## src/lifeg_pkg.sv

```systemverilog
// Shared types, constants and helper functions for the Life generation block.
// No dependencies; lifeg_out and the top level import this package.
package lifeg_pkg;

  localparam int ROW_W        = 10;   // row index width
  localparam int CFG_WW       = 6;    // grid_width register width
  localparam int CFG_HW       = 10;   // grid_height register width
  localparam int CFG_DATA_W   = 10;   // widest register
  localparam int SIZE_MIN     = 3;    // smallest usable width or height
  localparam int GRID_W_RST   = 20;
  localparam int GRID_H_RST   = 10;
  localparam int NBR_W        = 4;    // neighbor count 0..8
  localparam int BIRTH_COUNT  = 3;
  localparam int KEEP_COUNT   = 2;

  typedef enum logic [0:0] {
    CFG_GRID_WIDTH  = 1'b0,
    CFG_GRID_HEIGHT = 1'b1
  } cfg_reg_t;

  // Pending results produced by one input beat
  typedef struct packed {
    logic a_v;      // result for the cell one row up, one column left
    logic a_alive;
    logic b_v;      // last column of the row above
    logic bu_v;     // whole last row of the generation
  } job_flags_t;

  function automatic logic [NBR_W-1:0] nbr_count(input logic [7:0] bits);
    logic [NBR_W-1:0] n;
    n = '0;
    for (int i = 0; i < 8; i++) begin
      n = n + NBR_W'(bits[i]);
    end
    return n;
  endfunction

  // B3/S23
  function automatic logic life_rule(input logic centre, input logic [NBR_W-1:0] n);
    return (n == NBR_W'(BIRTH_COUNT)) || (centre && (n == NBR_W'(KEEP_COUNT)));
  endfunction

endpackage

```

## src/lifeg_col_cell.sv

```systemverilog
// One column cell of the line buffers: the cell one row up and two rows up.
// Depends on nothing; instantiated once per column by the top level.
module lifeg_col_cell (
  input  logic clk,
  input  logic wr_en,
  input  logic bot_in,
  output logic above,
  output logic two_above
);

  logic above_r, above_nxt;
  logic two_r, two_nxt;

  // Push the column down one row on a write
  always_comb begin
    above_nxt = above_r;
    two_nxt   = two_r;
    if (wr_en) begin
      two_nxt   = above_r;
      above_nxt = bot_in;
    end
  end

  always_ff @(posedge clk) begin
    above_r <= above_nxt;
    two_r   <= two_nxt;
  end

  assign above     = above_r;
  assign two_above = two_r;

endmodule

```

## src/lifeg_win_cell.sv

```systemverilog
// One 3-cell column of the 3x3 window; hands its column to the next cell.
// Depends on nothing; chained twice in the top level.
module lifeg_win_cell (
  input  logic       clk,
  input  logic       rst_n,
  input  logic       adv,
  input  logic [2:0] col_in,
  output logic [2:0] col_out
);

  logic [2:0] col_r, col_nxt;

  always_comb begin
    col_nxt = col_r;
    if (adv) begin
      col_nxt = col_in;
    end
  end

  always_ff @(posedge clk) begin
    if (!rst_n) begin
      col_r <= '0;
    end else begin
      col_r <= col_nxt;
    end
  end

  assign col_out = col_r;

endmodule

```

## src/lifeg_out.sv

```systemverilog
// Result sequencer and output register: holds the results of one input beat
// and drains them one per cycle unless the output stalls. Depends on lifeg_pkg.
module lifeg_out
  import lifeg_pkg::*;
#(
  parameter int COL_W = 5
) (
  input  logic                  clk,
  input  logic                  rst_n,
  input  logic                  load,
  input  job_flags_t            job,
  input  logic [ROW_W-1:0]      job_row,
  input  logic [COL_W-1:0]      job_a_col,
  input  logic [COL_W-1:0]      job_last_col,
  output logic                  job_free,
  output logic                  out_valid,
  input  logic                  out_stall,
  output logic                  out_next_alive,
  output logic [ROW_W-1:0]      out_row,
  output logic [COL_W-1:0]      out_col,
  output logic                  out_gen_last
);

  job_flags_t         pend_r, pend_nxt;
  logic [ROW_W-1:0]   row_r, row_nxt;
  logic [COL_W-1:0]   a_col_r, a_col_nxt;
  logic [COL_W-1:0]   last_col_r, last_col_nxt;
  logic [COL_W-1:0]   idx_r, idx_nxt;

  logic               ov_r, ov_nxt;
  logic               oa_r, oa_nxt;
  logic [ROW_W-1:0]   orow_r, orow_nxt;
  logic [COL_W-1:0]   ocol_r, ocol_nxt;
  logic               olast_r, olast_nxt;

  logic out_adv, pend_none, pend_one, idx_end, pop;
  logic               h_alive, h_last;
  logic [ROW_W-1:0]   h_row;
  logic [COL_W-1:0]   h_col;

  assign out_adv   = !ov_r || !out_stall;
  assign idx_end   = (idx_r == last_col_r);
  assign pend_none = !pend_r.a_v && !pend_r.b_v && !pend_r.bu_v;
  assign pend_one  = (pend_r.a_v && !pend_r.b_v && !pend_r.bu_v)
                  || (!pend_r.a_v && pend_r.b_v && !pend_r.bu_v)
                  || (!pend_r.a_v && !pend_r.b_v && pend_r.bu_v && idx_end);
  assign job_free  = pend_none || (pend_one && out_adv);
  assign pop       = out_adv && !pend_none;

  // Head of the pending results, in emission order
  always_comb begin
    h_alive = 1'b0;
    h_row   = row_r - ROW_W'(1);
    h_col   = last_col_r;
    h_last  = 1'b0;
    priority if (pend_r.a_v) begin
      h_alive = pend_r.a_alive;
      h_col   = a_col_r;
    end else if (pend_r.b_v) begin
      h_col   = last_col_r;
    end else begin
      h_row   = row_r;
      h_col   = idx_r;
      h_last  = idx_end;
    end
  end

  always_comb begin
    pend_nxt     = pend_r;
    row_nxt      = row_r;
    a_col_nxt    = a_col_r;
    last_col_nxt = last_col_r;
    idx_nxt      = idx_r;
    if (pop) begin
      priority if (pend_r.a_v) begin
        pend_nxt.a_v = 1'b0;
      end else if (pend_r.b_v) begin
        pend_nxt.b_v = 1'b0;
      end else if (idx_end) begin
        pend_nxt.bu_v = 1'b0;
      end else begin
        idx_nxt = idx_r + COL_W'(1);
      end
    end
    if (load) begin
      pend_nxt     = job;
      row_nxt      = job_row;
      a_col_nxt    = job_a_col;
      last_col_nxt = job_last_col;
      idx_nxt      = '0;
    end
  end

  always_comb begin
    ov_nxt    = ov_r;
    oa_nxt    = oa_r;
    orow_nxt  = orow_r;
    ocol_nxt  = ocol_r;
    olast_nxt = olast_r;
    if (out_adv) begin
      ov_nxt    = !pend_none;
      oa_nxt    = h_alive;
      orow_nxt  = h_row;
      ocol_nxt  = h_col;
      olast_nxt = h_last;
    end
  end

  always_ff @(posedge clk) begin
    if (!rst_n) begin
      pend_r <= '0;
      idx_r  <= '0;
      ov_r   <= 1'b0;
    end else begin
      pend_r <= pend_nxt;
      idx_r  <= idx_nxt;
      ov_r   <= ov_nxt;
    end
  end

  always_ff @(posedge clk) begin
    row_r      <= row_nxt;
    a_col_r    <= a_col_nxt;
    last_col_r <= last_col_nxt;
    oa_r       <= oa_nxt;
    orow_r     <= orow_nxt;
    ocol_r     <= ocol_nxt;
    olast_r    <= olast_nxt;
  end

  assign out_valid      = ov_r;
  assign out_next_alive = oa_r;
  assign out_row        = orow_r;
  assign out_col        = ocol_r;
  assign out_gen_last   = olast_r;

endmodule

```

## src/life_automaton_generation_top.sv

```systemverilog
// Streaming Game of Life (B3/S23) generation engine. Cells of one generation
// enter in raster order, one alive bit per beat, and the next generation leaves
// in raster order with its row and column and a flag on the last cell. Border
// cells always come out dead. The block takes one cell per clock when the input
// is not stalled: a row of column cells (one per column, two line-buffer bits
// each) and a two-column window chain form the 3x3 neighborhood in the same
// cycle the cell arrives. Results trail the input by one row and one column and
// leave through a single output register, one per cycle unless the output
// stalls, so the beat that closes a row past the first yields two results and
// the beat that closes the generation yields W + 2; the input stalls while these
// drain. A beat's results first sit in a pending register and then pass to the
// output register. Sizes are clamped to 3..MAX_WIDTH columns and 3..1023 rows.
// Write grid_width and grid_height only while the block is idle; a size written
// mid-generation takes effect at once, and a position past the new last column
// or row is treated as that last column or row. Depends on lifeg_pkg and the
// lifeg_* modules.
module life_automaton_generation_top
  import lifeg_pkg::*;
#(
  parameter int MAX_WIDTH = 32,
  localparam int COL_W    = $clog2(MAX_WIDTH)
) (
  input  logic                  clk,
  input  logic                  rst_n,
  // configuration
  input  logic                  cfg_we,
  input  logic [0:0]            cfg_index,
  input  logic [CFG_DATA_W-1:0] cfg_wdata,
  // input cells
  input  logic                  in_valid,
  output logic                  in_stall,
  input  logic                  in_cell_alive,
  // next-generation cells
  output logic                  out_valid,
  input  logic                  out_stall,
  output logic                  out_next_alive,
  output logic [ROW_W-1:0]      out_row,
  output logic [COL_W-1:0]      out_col,
  output logic                  out_gen_last
);

  localparam logic [CFG_WW-1:0] WMAX = CFG_WW'(MAX_WIDTH);

  // Configuration registers
  logic [CFG_WW-1:0] gw_r, gw_nxt;
  logic [CFG_HW-1:0] gh_r, gh_nxt;

  // Raster position of the next input beat
  logic [ROW_W-1:0] in_row_r, in_row_nxt;
  logic [COL_W-1:0] in_col_r, in_col_nxt;

  logic [CFG_WW-1:0] w_eff, w_last6;
  logic [COL_W-1:0]  w_last, c;
  logic [CFG_HW-1:0] h_eff, h_last;
  logic [ROW_W-1:0]  r;
  logic end_col, end_row, accept, job_free;

  logic [MAX_WIDTH-1:0] lb_above, lb_two;
  logic top_bit, mid_bit;
  logic [2:0] win1, win2;
  logic [NBR_W-1:0] nbr;
  logic alive;
  job_flags_t job;

  // Config writes take effect at the next edge
  always_comb begin
    gw_nxt = gw_r;
    gh_nxt = gh_r;
    if (cfg_we) begin
      unique case (cfg_reg_t'(cfg_index))
        CFG_GRID_WIDTH:  gw_nxt = cfg_wdata[CFG_WW-1:0];
        CFG_GRID_HEIGHT: gh_nxt = cfg_wdata[CFG_HW-1:0];
      endcase
    end
  end

  // Clamp the sizes and the current position
  always_comb begin
    w_eff = gw_r;
    if (gw_r < CFG_WW'(SIZE_MIN)) begin
      w_eff = CFG_WW'(SIZE_MIN);
    end else if (gw_r > WMAX) begin
      w_eff = WMAX;
    end
    w_last6 = w_eff - CFG_WW'(1);
    w_last  = w_last6[COL_W-1:0];
    h_eff   = (gh_r < CFG_HW'(SIZE_MIN)) ? CFG_HW'(SIZE_MIN) : gh_r;
    h_last  = h_eff - CFG_HW'(1);
    c       = (CFG_WW'(in_col_r) >= w_eff) ? w_last : in_col_r;
    r       = (in_row_r >= h_eff) ? h_last : in_row_r;
    end_col = (c == w_last);
    end_row = (r == h_last);
  end

  assign in_stall = !job_free;
  assign accept   = in_valid && job_free;

  // Line-buffer column cells: the cell at column c shifts down on a beat
  for (genvar j = 0; j < MAX_WIDTH; j++) begin : g_col
    lifeg_col_cell u_cell (
      .clk       (clk),
      .wr_en     (accept && (c == COL_W'(j))),
      .bot_in    (in_cell_alive),
      .above     (lb_above[j]),
      .two_above (lb_two[j])
    );
  end

  assign top_bit = lb_two[c];
  assign mid_bit = lb_above[c];

  // Window chain: column c-1 then column c-2; bit 0 is the upper row
  lifeg_win_cell u_win1 (
    .clk     (clk),
    .rst_n   (rst_n),
    .adv     (accept),
    .col_in  ({in_cell_alive, mid_bit, top_bit}),
    .col_out (win1)
  );

  lifeg_win_cell u_win2 (
    .clk     (clk),
    .rst_n   (rst_n),
    .adv     (accept),
    .col_in  (win1),
    .col_out (win2)
  );

  // Neighborhood of cell (r-1, c-1); its centre is the middle of column c-1
  assign nbr   = nbr_count({win2, win1[2], win1[0], in_cell_alive, mid_bit, top_bit});
  assign alive = life_rule(win1[1], nbr);

  // Results caused by this beat
  always_comb begin
    job.a_v     = (r != '0) && (c != '0);
    job.a_alive = (r > ROW_W'(1)) && (c > COL_W'(1)) && alive;
    job.b_v     = (r != '0) && end_col;
    job.bu_v    = end_row && end_col;
  end

  // Advance the raster position, wrap at the end of the generation
  always_comb begin
    in_row_nxt = in_row_r;
    in_col_nxt = in_col_r;
    if (accept) begin
      if (end_col) begin
        in_col_nxt = '0;
        in_row_nxt = end_row ? '0 : r + ROW_W'(1);
      end else begin
        in_col_nxt = c + COL_W'(1);
        in_row_nxt = r;
      end
    end
  end

  always_ff @(posedge clk) begin
    if (!rst_n) begin
      gw_r     <= CFG_WW'(GRID_W_RST);
      gh_r     <= CFG_HW'(GRID_H_RST);
      in_row_r <= '0;
      in_col_r <= '0;
    end else begin
      gw_r     <= gw_nxt;
      gh_r     <= gh_nxt;
      in_row_r <= in_row_nxt;
      in_col_r <= in_col_nxt;
    end
  end

  lifeg_out #(
    .COL_W (COL_W)
  ) u_out (
    .clk            (clk),
    .rst_n          (rst_n),
    .load           (accept),
    .job            (job),
    .job_row        (r),
    .job_a_col      (c - COL_W'(1)),
    .job_last_col   (w_last),
    .job_free       (job_free),
    .out_valid      (out_valid),
    .out_stall      (out_stall),
    .out_next_alive (out_next_alive),
    .out_row        (out_row),
    .out_col        (out_col),
    .out_gen_last   (out_gen_last)
  );

  // Cells on the first row and the first column never come out alive
  a_border_row: assert property (@(posedge clk) disable iff (!rst_n)
    out_valid && (out_row == '0) |-> !out_next_alive)
    else $error("live cell emitted on the first row");

  a_border_col: assert property (@(posedge clk) disable iff (!rst_n)
    out_valid && (out_col == '0) |-> !out_next_alive)
    else $error("live cell emitted on the first column");

  // The generation-closing beat is a border cell on the last column
  a_gen_last: assert property (@(posedge clk) disable iff (!rst_n)
    out_valid && out_gen_last |-> !out_next_alive && (out_col == w_last))
    else $error("generation end flagged on a wrong cell");

endmodule

```

## config.mk

```make
export PLATFORM = sky130hd
export DESIGN_NAME = life_automaton_generation_top
export DESIGN_NICKNAME = d
export VERILOG_FILES = /design/src/lifeg_pkg.sv /design/src/lifeg_col_cell.sv /design/src/lifeg_win_cell.sv /design/src/lifeg_out.sv /design/src/life_automaton_generation_top.sv
export SDC_FILE = /design/constraint.sdc
export NUM_CORES = 1
export LEC_CHECK = 0
export ABC_AREA = 1
export BUFFER_PORTS_ARGS = -buffer_cell sky130_fd_sc_hd__buf_2
export CORE_UTILIZATION = 55
export DETAILED_ROUTE_END_ITERATION = 8
export PLACE_DENSITY = 0.84
export SLEW_MARGIN = 20
export SYNTH_ARGS = -nofsm -noshare
export SYNTH_HDL_FRONTEND = slang
export SYNTH_SLANG_ARGS = --single-unit
export TNS_END_PERCENT = 1
```

## constraint.sdc

```tcl
create_clock -name clk -period 4.7 [get_ports clk]
set_input_delay 0.47 -clock clk [delete_from_list [all_inputs] [get_ports clk]]
set_output_delay 0.47 -clock clk [all_outputs]
set_load 0.01 [all_outputs]
```

# After elaboration in Yosys (flattened, before gate mapping)
# Index checks and enable logic that the tools add are counted.
# word_totals
reg_bits	148
latch_bits	0
mem_bits_rw	0
romBits	0
inputBits	17
output_inout_bits	19
elab_cells	243
memories	0
# op_classes
addsub	14
n_mul	0
div_mod_pow	0
n_lt_le_gt_ge	8
n_eq_ne	38
shift	0
mux	22
bitwise_logic	5
n_reduce_logical	73
# ops
cell	count
$eq A5 B5 Y1 const B	16
$mux W10	6
$logic_and A1 B1 Y1	49
$eq A5 B4 Y1 const B	8
$eq A5 B3 Y1 const B	4
$mux W5	4
$sub A10 B1 Y10 const B	2
$add A4 B1 Y4	4
$mux W6	2
$add A10 B1 Y10 const B	1
$add A5 B1 Y5 const B	2
$bmux W1 S5	2
$eq A10 B10 Y1	1
$eq A5 B2 Y1 const B	2
$eq A5 B5 Y1	2
$ge A10 B10 Y1	1
$gt A10 B1 Y1 const B	1
$lt A10 B2 Y1 const B	1
$reduce_bool A10 Y1	1
$sub A5 B1 Y5 const B	2
$eq A4 B2 Y1 const B	2
$reduce_and A4 Y1	2
$logic_not A1 Y1	7
$ge A5 B6 Y1	1
19 further kinds	37

# Logic depth before layout (Yosys ltp)
# Gate-level depths: netlist (run 1).
# logic_depth
ltp_word	19
depth_mapped	33

# Cells and area by module
# From an unflattened synthesis (run 1), not the netlist that was laid out.
# unflattened
hier_cells	1003
hier_area_um2	8259.2
# modules_own_cells
module	instances	cells_per_inst	area_each_um2
life_automaton_generation_top	1	726	4093.9
lifeg_out	1	177	2010.7
lifeg_col_cell	32	2	60.1
lifeg_win_cell	2	18	116.4

# Least setup slack after synthesis (run 1)
# Ideal clock, no wire load.
# synth_path
path_type	register to register
from	reg gw_r[2]
to	reg u_out.pend_r[2] (netlist name)
setup_ps	58
arrival_ps	4953
required_ps	4642
path_slack_ps	-311
stages_incl_launch_ff	31
period_less_slack_ps	5011
cell_sequence	dfxtp_1 > nor2_1 > nand2_1 > o21ai_0 > nand2_1 > ha_1 > nand2_1 > inv_1 > nand3_1 > nand3_4 > nand2_1 > o21ai_4 > inv_2 > nor2_4 > inv_2 > a21oi_1 > nor2_1 > nand2_1 > nand2_1 > fa_1 > inv_1 > fa_1 > fa_1 > inv_1 > ha_1 > fa_1 > o211a_1 > o221ai_1 > nor2_1 > nand4_1 > nand2_1
# synth_via
elab_chain_len	18
elab_cells_between_ends	25
classes_between	add/sub (8); order compare (4); eq/ne (2); mux (7); reduce/logical (4)
# synth_rtl
item	line	source
start, declared	life_automaton_generation_top.sv:45	logic [CFG_WW-1:0] gw_r, gw_nxt;
start signal, assigned	life_automaton_generation_top.sv:158	gw_r <= CFG_WW'(GRID_W_RST);
start signal, assigned	life_automaton_generation_top.sv:163	gw_r <= gw_nxt;
$gt A6 B6 Y1	life_automaton_generation_top.sv:82	end else if (gw_r > WMAX) begin
$mux W6	life_automaton_generation_top.sv:82	
$mux W6 (*)	life_automaton_generation_top.sv:80	if (gw_r < CFG_WW'(SIZE_MIN)) begin
$sub A5 B1 Y5 or $ge A5 B6 Y1 (tied branches)	life_automaton_generation_top.sv:85, life_automaton_generation_top.sv:89	
$mux W5 (*)	life_automaton_generation_top.sv:89	c = (CFG_WW'(in_col_r) >= w_eff) ? w_last : in_col_r;
$bmux W1 S5 (*)	life_automaton_generation_top.sv:109	assign top_bit = lb_two[c];
$mux W1 (implied by the code) (*)	life_automaton_generation_top.sv:109	
net top_bit	life_automaton_generation_top.sv:59	logic top_bit, mid_bit;
$add A1 B1 Y2 (*)	lifeg_pkg.sv:33	n = n + NBR_W'(bits[i]);
$add A2 B1 Y3 (*)	lifeg_pkg.sv:33	
$add A3 B1 Y4 (*)	lifeg_pkg.sv:33	
$add A4 B1 Y4 (*) (4 in series)	lifeg_pkg.sv:33	
$eq A4 B2 Y1	lifeg_pkg.sv:40	return (n == NBR_W'(BIRTH_COUNT)) || (centre && (n == NBR_W'(KEEP_COUNT)));
$logic_and A1 B1 Y1	lifeg_pkg.sv:40	
$logic_or A1 B1 Y1 (*)	lifeg_pkg.sv:40	
$logic_and A1 B1 Y1 (*)	life_automaton_generation_top.sv:136	job.a_alive = (r > ROW_W'(1)) && (c > COL_W'(1)) && alive;
end signal, assigned	lifeg_out.sv:115	pend_r <= pend_nxt;
end, declared	lifeg_out.sv:24	job_flags_t pend_r, pend_nxt;
# The timed path passes the listed nets; every way through them passes the cells marked *. The select of a mux whose other input is x is not followed.
# A chain may end at the register's enable or synchronous reset.

# Final worst setup path (run 1)
# Same ends and word-level chain as after synthesis.

==> qor_table.md, run 1 <==
| Quantity | Reported |
|:---|:---|
| Outcome | finished, violations left |
| Violated checks | setup timing |
| Number of hold violations in the final report | 0 |
| Sequential area share after synthesis | 49.0% |
| Number of distinct standard cells referenced by the synthesized netlist | 40 |
| Global-route wire length before repair | 32200 µm |
| Number of clock sinks | 148 |
| Number of routed nets with antenna violations | 0 |
| Initial standard-cell utilization of the core | 56.0% |
| Reg clk slew, reported paths | 0.06 ns |
| First-pass iteration count of the detailed router | 9 |
| Worst setup EP type | register |
| Final Instance Count excl. Fillers | 1276 |
| Number of nets in the final layout | 1132 |
| Leakage power figure | 0.00444 µW |
| Part of the power in combinational logic | 45.3% |
| Post-Route Skew | 0.00641 ns |
| Via-per-instance ratio | 5.69 |
| Crit path arrival time | 5.72 ns |
| Worst reg-to-reg path cell count | 32 |
| Number of top-level pins | 36 |
| Setup WS pre-CTS | -0.598 ns |
| Ys Warns | 0 |
| Post-synth top area cell | edfxtp_1 |
| Post-route fraction of the period consumed by the critical path | 114% |
| Layout fillers | 1034 |
| Met1 usage | 36.7% |
| Global placer's final weighted congestion | 0.887 |
| Average routed wire per standard cell | 16.1 µm |
| Endpoint, Worst Hold | gw_r[2] |
| End of the worst register-to-register path | u_out.pend_r[2] |
| Startpoint of the lowest-slack hold path | cfg_wdata[2] |
| Number of storage elements in the synthesis netlist | 148 |
| Number of clock buffers inserted by TritonCTS | 17 |
| Synthesized net count | 1019 |
| Clock root buffer | clkbuf_16 |
| Most frequent cells in the layout | nand2_1, inv_1, edfxtp_1 |
| Worst hold stages | 3 |
| Fraction of met2 tracks used by global routing | 44.6% |
| H-Tree Depth | 4 |
| Initial DRC Count | 827 |
| Final count of negative-setup-slack endpoints | 1 |
| CTS tree | yes |
| Kind of start point of the critical path | register |
| Minimum period implied by the final worst setup slack | 5.34 ns |
| Cell area after technology mapping | 8110 µm² |
| Maximum number of pins on one net before global-route repair | 34 |
| Power, Total | 5530 µW |
| Count of input and output buffers | 35 |
| Maximum buffer depth of the clock tree | 2 |
| Most area-consuming cells after synthesis | edfxtp_1, nand2_1, dfxtp_1 |
| Diodes inserted | 0 |
| Busiest layer in global routing | met2 |
| Die width | 123 µm |
| Clock share of power | 23.7% |
| Internal power contribution | 3380 µW |
| R2R setup slack | -0.64 ns |
| Actual slew at the worst max-slew pin | 0.689 ns |
| Biggest fanout along the worst timing path | 4 |
| Maximum Capacitance Violations | 0 |
| Overall track demand over capacity in global routing | 28.0% |
| Final-report max-slew violation count | 0 |
| Worst reg2reg startpoint | gw_r[2] |
| Total overflow reported by the global router | 0 |
| Number of cell rows | 44 |
| Unrepaired setup endpoints after global routing | yes |
| Max_slew headroom | 54.0% |
| Source-to-sink clock delay at the later pin of the worst-skew pair | 0.43 ns |
| Initial antenna violation count | 0 |
| Overall die area | 15200 µm² |
| Worst path slowest cell | fa_1 |
| Minimum setup slack in the final design | -0.644 ns |
| Total via count in the routed design | 7266 |
| Area of the core | 14500 µm² |
| Number of global-route vias before repair | 6587 |
| Largest stage delay, worst path | 0.49 ns |
| Pwr per Cell Area | 565 nW/µm² |
| Die outline height | 123 µm |
| Worst hold-check path type | input pin to register |
| Power share of the sequential group | 31.0% |
| Most common library cell in the layout ignoring fill and taps | nand2_1 |
| Cell with the most instances on the worst path | nand2_2 |
| Top achievable clock speed | 187 MHz |
| DRC errors left | 0 |
| Final routed wirelength across all metal layers | 20500 µm |
| Crit path kind | register to register |
| Power spent charging and discharging nets | 2150 µW |
| Setup total negative slack | -0.644 ns |
| Switching Fraction | 38.9% |
| Mapped Avg Cell Area | 8.40 µm² |
| Fraction of final layout cells with drive strength greater than 1 | 18.5% |
| Maximum vdd ir drop | 0.000342 V |
| Area growth from synthesis to layout | 20.6% |
| Area share of the leading cell type in the synthesized netlist | 37.4% |
| Global Route met3 Usage | 7.61% |
| Placed wire-length estimate | 13500 µm |
| Post-Synthesis Cells | 966 |
| Required time of the worst setup path | 5.07 ns |
| Cell count after placement | 1229 |
[per-layer routing]
metal  wire length, µm  up-vias
li1                  -     3423
met1              8600     3345
met2              9440      423
met3              1920       75
met4               544        0
met5                 0        -
[cells by family (layout without fill, tap and decap cells)]
kind of cell | after synthesis | count (layout) | share of synthesized area [%]
AND/OR/NAND/NOR | 509 | 511 | 28.0
buffers and inverters | 159 | 283 | 7.94
flip-flops | 148 | 148 | 49.0
AO/OA/AOI/OAI | 86 | 86 | 6.17
adder cells (fa/ha/maj) | 36 | 36 | 5.92
XOR/XNOR | 28 | 28 | 3.02
[through the flow]
stage	hold WS, ns	utilization, %	area (µm²)
CTS	0.264	67.1	9720
finish	0.268	67.6	9790
detailed placement	0.435	61.5	8900
floorplan	0.417	-	8130
global route	0.283	67.6	9790
global placement	0.426	61.5	8900
[worst max-delay path, delay by kind of cell, from the launching register on]
family / cells / cell delay [ns]
buf+inv: 3 / 0.27
compound gates: 4 / 0.67
simple gates: 19 / 1.69
flops: 1 / 0.35
fa+ha+maj: 6 / 2.29
[synthesized netlist by cell type (all sizes together)]
cell type / n
a211oi: 1
a21boi: 2
a21oi: 40
and2: 1
buf: 17
clkbuf: 4
clkinv: 1
dfxtp: 47
edfxtp: 101
fa: 4
ha: 32
inv: 137
nand2: 263
nand3: 86
nand3b: 8
nand4: 40
nor2: 104
nor3: 5
nor3b: 1
nor4: 1
o211a: 1
o211ai: 7
o21ai: 29
o221ai: 1
o22ai: 5
xnor2: 8
xor2: 20
[state kept, by name, summed over array words and instances, names as in the netlist]
signal,flops
g_col.u_cell.above,32
g_col.u_cell.two_above,32
gh_r,10
in_row_r,10
u_out.out_row,10
u_out.row_r,10
gw_r,6
in_col_r,5
u_out.a_col_r,5
u_out.idx_r,5
u_out.last_col_r,5
u_out.out_col,5
u_out.pend_r,4
u_win1.col_out,3
u_win2.col_out,3
u_out.out_gen_last,1
u_out.out_next_alive,1
u_out.out_valid,1
[worst max path at each step]
stage / start / to / slack (ns) / depth (start not counted)
after floorplan: gw_r[3] / u_out.pend_r[2] / -0.29 / 29
final: gw_r[2] / u_out.pend_r[2] / -0.64 / 32
after global placement: gw_r[3] / u_out.pend_r[2] / -0.40 / 32
after global routing: gw_r[3] / u_out.pend_r[2] / -0.81 / 32
after detailed placement: gw_r[3] / u_out.pend_r[2] / -0.60 / 31
after CTS: gw_r[2] / u_out.pend_r[2] / -0.44 / 30
[cell type report]
class                      instances  area [µm²]  area share [%]
clock buffer                      19         443            4.53
clock inverter                    13         124            1.27
inverter                         138         518            5.29
multi-input combinational        661        3670            37.5
sequential                       148        3980            40.6
tap                              184         230            2.35
timing repair buffer             113         830            8.48
[timing repair]
item,in CTS,in global routing
pin swaps,16,13
buffers inserted,11,0
setup endpoints to repair,1,1
cloned,3,1
resized for setup,21,14
hold buffers,0,0
[power by group through the flow]
stage                     logic (µW)  registers (µW)  clock network (µW)
after CTS                       2370            1710                1310
after detailed placement        2150            1730                   0
final                           2510            1710                1310
after global placement          2070            1720                   0
after floorplan                 1410            1750                   0
after global routing            2730            1730                1370
No activity file was read; power rests on OpenSTA's default activity.
==> run 2: changes to the inputs <==
Settings changed: PLACE_DENSITY 0.84 to default, PLACE_DENSITY_LB_ADDON from default to 0.05.
==> qor_table.md, run 2 (same netlist as run 1, synthesis figures left out) <==
| Quantity | Reported | Delta |
|:---|:---|:---|
| Outcome | finished, violations left | unchanged |
| Violated checks | setup timing | unchanged |
| Worst reg-to-reg path cell count | 30 | was 32 |
| R2R setup slack | -0.43 ns | was -0.64 ns |
| Layout fillers | 1175 | was 1034 |
| First-pass iteration count of the detailed router | 5 | was 9 |
| Worst path slowest cell | fa_1 | unchanged |
| Max_slew headroom | 54.5% | was 54.0% |
| Largest stage delay, worst path | 0.49 ns | about the same |
| Actual slew at the worst max-slew pin | 0.681 ns | was 0.689 ns |
| Reg clk slew, reported paths | 0.07 ns | was 0.06 ns |
| Maximum Capacitance Violations | 0 | unchanged |
| Placed Area | 8950 µm² | was 8900 µm² |
| Top achievable clock speed | 195 MHz | was 187 MHz |
| Maximum vdd ir drop | 0.000364 V | was 0.000342 V |
| Fraction of final layout cells with drive strength greater than 1 | 18.5% | about the same |
| Most frequent cells in the layout | nand2_1, inv_1, edfxtp_1 | unchanged |
| Number of top-level pins | 36 | unchanged |
| Number of routed nets with antenna violations | 0 | unchanged |
| Initial standard-cell utilization of the core | 56.0% | unchanged |
| Diodes inserted | 0 | unchanged |
| Total via count in the routed design | 6752 | was 7266 |
| Worst hold stages | 3 | unchanged |
| Multi-input gate area | 3630 µm² | was 3670 µm² |
| Clock root buffer | clkbuf_16 | unchanged |
| Number of clock sinks | 148 | unchanged |
| Sequential Area | 3980 µm² | about the same |
| Crit path arrival time | 5.51 ns | was 5.72 ns |
| Final count of negative-setup-slack endpoints | 1 | unchanged |
| Unrepaired setup endpoints after global routing | yes | unchanged |
| Final Core Density | 67.8% | was 67.6% |
| Die width | 123 µm | unchanged |
| Worst reg2reg startpoint | gw_r[3] | was gw_r[2] |
| Crit path kind | register to register | unchanged |
| DRC errors left | 0 | unchanged |
| CTS tree | yes | unchanged |
| Endpoint, Worst Hold | gh_r[1] | was gw_r[2] |
| Area of the core | 14500 µm² | unchanged |
| Most common library cell in the layout ignoring fill and taps | nand2_1 | unchanged |
| Number of hold violations in the final report | 0 | unchanged |
| Kind of start point of the critical path | register | unchanged |
| Final-report max-slew violation count | 0 | unchanged |
| Post-route cell area | 9820 µm² | was 9790 µm² |
| Maximum number of pins on one net before global-route repair | 34 | unchanged |
| Final routed wirelength across all metal layers | 19200 µm | was 20500 µm |
| Startpoint of the lowest-slack hold path | cfg_wdata[1] | was cfg_wdata[2] |
| End of the worst register-to-register path | u_out.pend_r[2] | unchanged |
| Number of nets in the final layout | 1137 | was 1132 |
| Overall track demand over capacity in global routing | 26.5% | was 28.0% |
| Minimum period implied by the final worst setup slack | 5.13 ns | was 5.34 ns |
| Post-Route Hold Slack | 0.266 ns | was 0.268 ns |
| Setup WS pre-CTS | -0.533 ns | was -0.598 ns |
| Post-Route Skew | 0.00810 ns | was 0.00641 ns |
| Initial antenna violation count | 0 | unchanged |
| Busiest layer in global routing | met2 | unchanged |
| Source-to-sink clock delay at the later pin of the worst-skew pair | 0.43 ns | about the same |
| Biggest fanout along the worst timing path | 5 | was 4 |
| Global Route met3 Usage | 4.01% | was 7.61% |
| Maximum buffer depth of the clock tree | 2 | unchanged |
| Number of cell rows | 44 | unchanged |
| Post-route fraction of the period consumed by the critical path | 109% | was 114% |
| Total overflow reported by the global router | 0 | unchanged |
| Cell with the most instances on the worst path | nand2_1 | was nand2_2 |
| Average routed wire per standard cell | 15.0 µm | was 16.1 µm |
| Fraction of met2 tracks used by global routing | 39.7% | was 44.6% |
| Placed wire-length estimate | 13800 µm | was 13500 µm |
| Global placer's final weighted congestion | 0.864 | was 0.887 |
| Die outline height | 123 µm | unchanged |
| Area growth from synthesis to layout | 21.1% | was 20.6% |
| Number of clock buffers inserted by TritonCTS | 17 | unchanged |
| Required time of the worst setup path | 5.08 ns | was 5.07 ns |
| Global-route wire length before repair | 30500 µm | was 32200 µm |
| Number of global-route vias before repair | 6084 | was 6587 |
| Count of input and output buffers | 35 | unchanged |
| Minimum setup slack in the final design | -0.431 ns | was -0.644 ns |
| H-Tree Depth | 4 | unchanged |
| Via-per-instance ratio | 5.27 | was 5.69 |
| Worst hold-check path type | input pin to register | unchanged |
| Overall die area | 15200 µm² | unchanged |
| Leakage power figure | 0.00448 µW | was 0.00444 µW |
| Pwr per Cell Area | 551 nW/µm² | was 565 nW/µm² |
| Initial DRC Count | 655 | was 827 |
| Met1 usage | 39.3% | was 36.7% |
| Worst setup EP type | register | unchanged |
==> run 2: cell count changes in the layout (fill, tap and decap cells not counted), sizes merged <==
cell	previous run	this run
buf	112	117
clkinv	4	9
clkinvlp	5	2
bufinv	1	0
clkbuf	19	18
inv	141	142
nand2	264	263
==> run 2: report_power, final <==
group | switching (µW) | internal [µW] | leakage [µW] | total, µW
Combinational | 1380 | 998 | 0.00285 | 2380
Sequential | 90.1 | 1620 | 0.00135 | 1710
Clock | 618 | 699 | 0.000274 | 1320
==> run 2: how the worst max path moves through the flow <==
stage	to	from	cells after the start
after floorplan	u_out.pend_r[2]	gw_r[3]	29
after global placement	u_out.pend_r[2]	gw_r[3]	30
after detailed placement	u_out.pend_r[2]	gw_r[3]	30
after CTS	u_out.pend_r[2]	gw_r[2]	30
after global routing	u_out.pend_r[2]	gw_r[3]	30
final	u_out.pend_r[2]	gw_r[3]	30
==> run 2: routing by layer <==
| layer | vias up | share of wire, % |
|---|---|---|
| li1 | 3431 | - |
| met5 | - | 0 |
| met2 | 199 | 44 |
| met3 | 28 | 5.2 |
| met1 | 3094 | 50 |
| met4 | 0 | 1.5 |
==> run 2: cell type report <==
cell class | instances | area share [%]
inverter | 138 | 5.30
clock buffer | 17 | 4.33
sequential | 148 | 40.5
multi-input combinational | 660 | 36.9
tap | 184 | 2.34
clock inverter | 15 | 1.50
timing repair buffer | 119 | 9.10
==> run 2: per-stage QoR <==
| step | instances | TNS, ns | total power, µW |
|---|---|---|---|
| global route | 1281 | -0.769 | 5770 |
| global placement | 1233 | -0.438 | 3850 |
| detailed placement | 1233 | -0.533 | 3870 |
| finish | 1281 | -0.431 | 5410 |
| floorplan | 966 | -0.287 | 3160 |
| CTS | 1276 | -0.411 | 5330 |
==> run 2: worst max-delay path: cells and delay by family, from the launching register on <==
kind / cells / cell delay, ns
and+or+nand+nor: 13 / 1.20
adders and majority gates: 6 / 2.29
AOI/OAI and AO/OA: 6 / 0.88
buffers and inverters: 5 / 0.39
DFF: 1 / 0.32
==> run 2: what timing repair did <==
| action | in CTS | in global routing |
|---|---|---|
| cloned | 2 | 1 |
| buffers inserted | 9 | 4 |
| endpoints found under the setup margin | 1 | 1 |
| hold buffers | 0 | 0 |
| resized for setup | 24 | 3 |
| pin swaps | 10 | 14 |
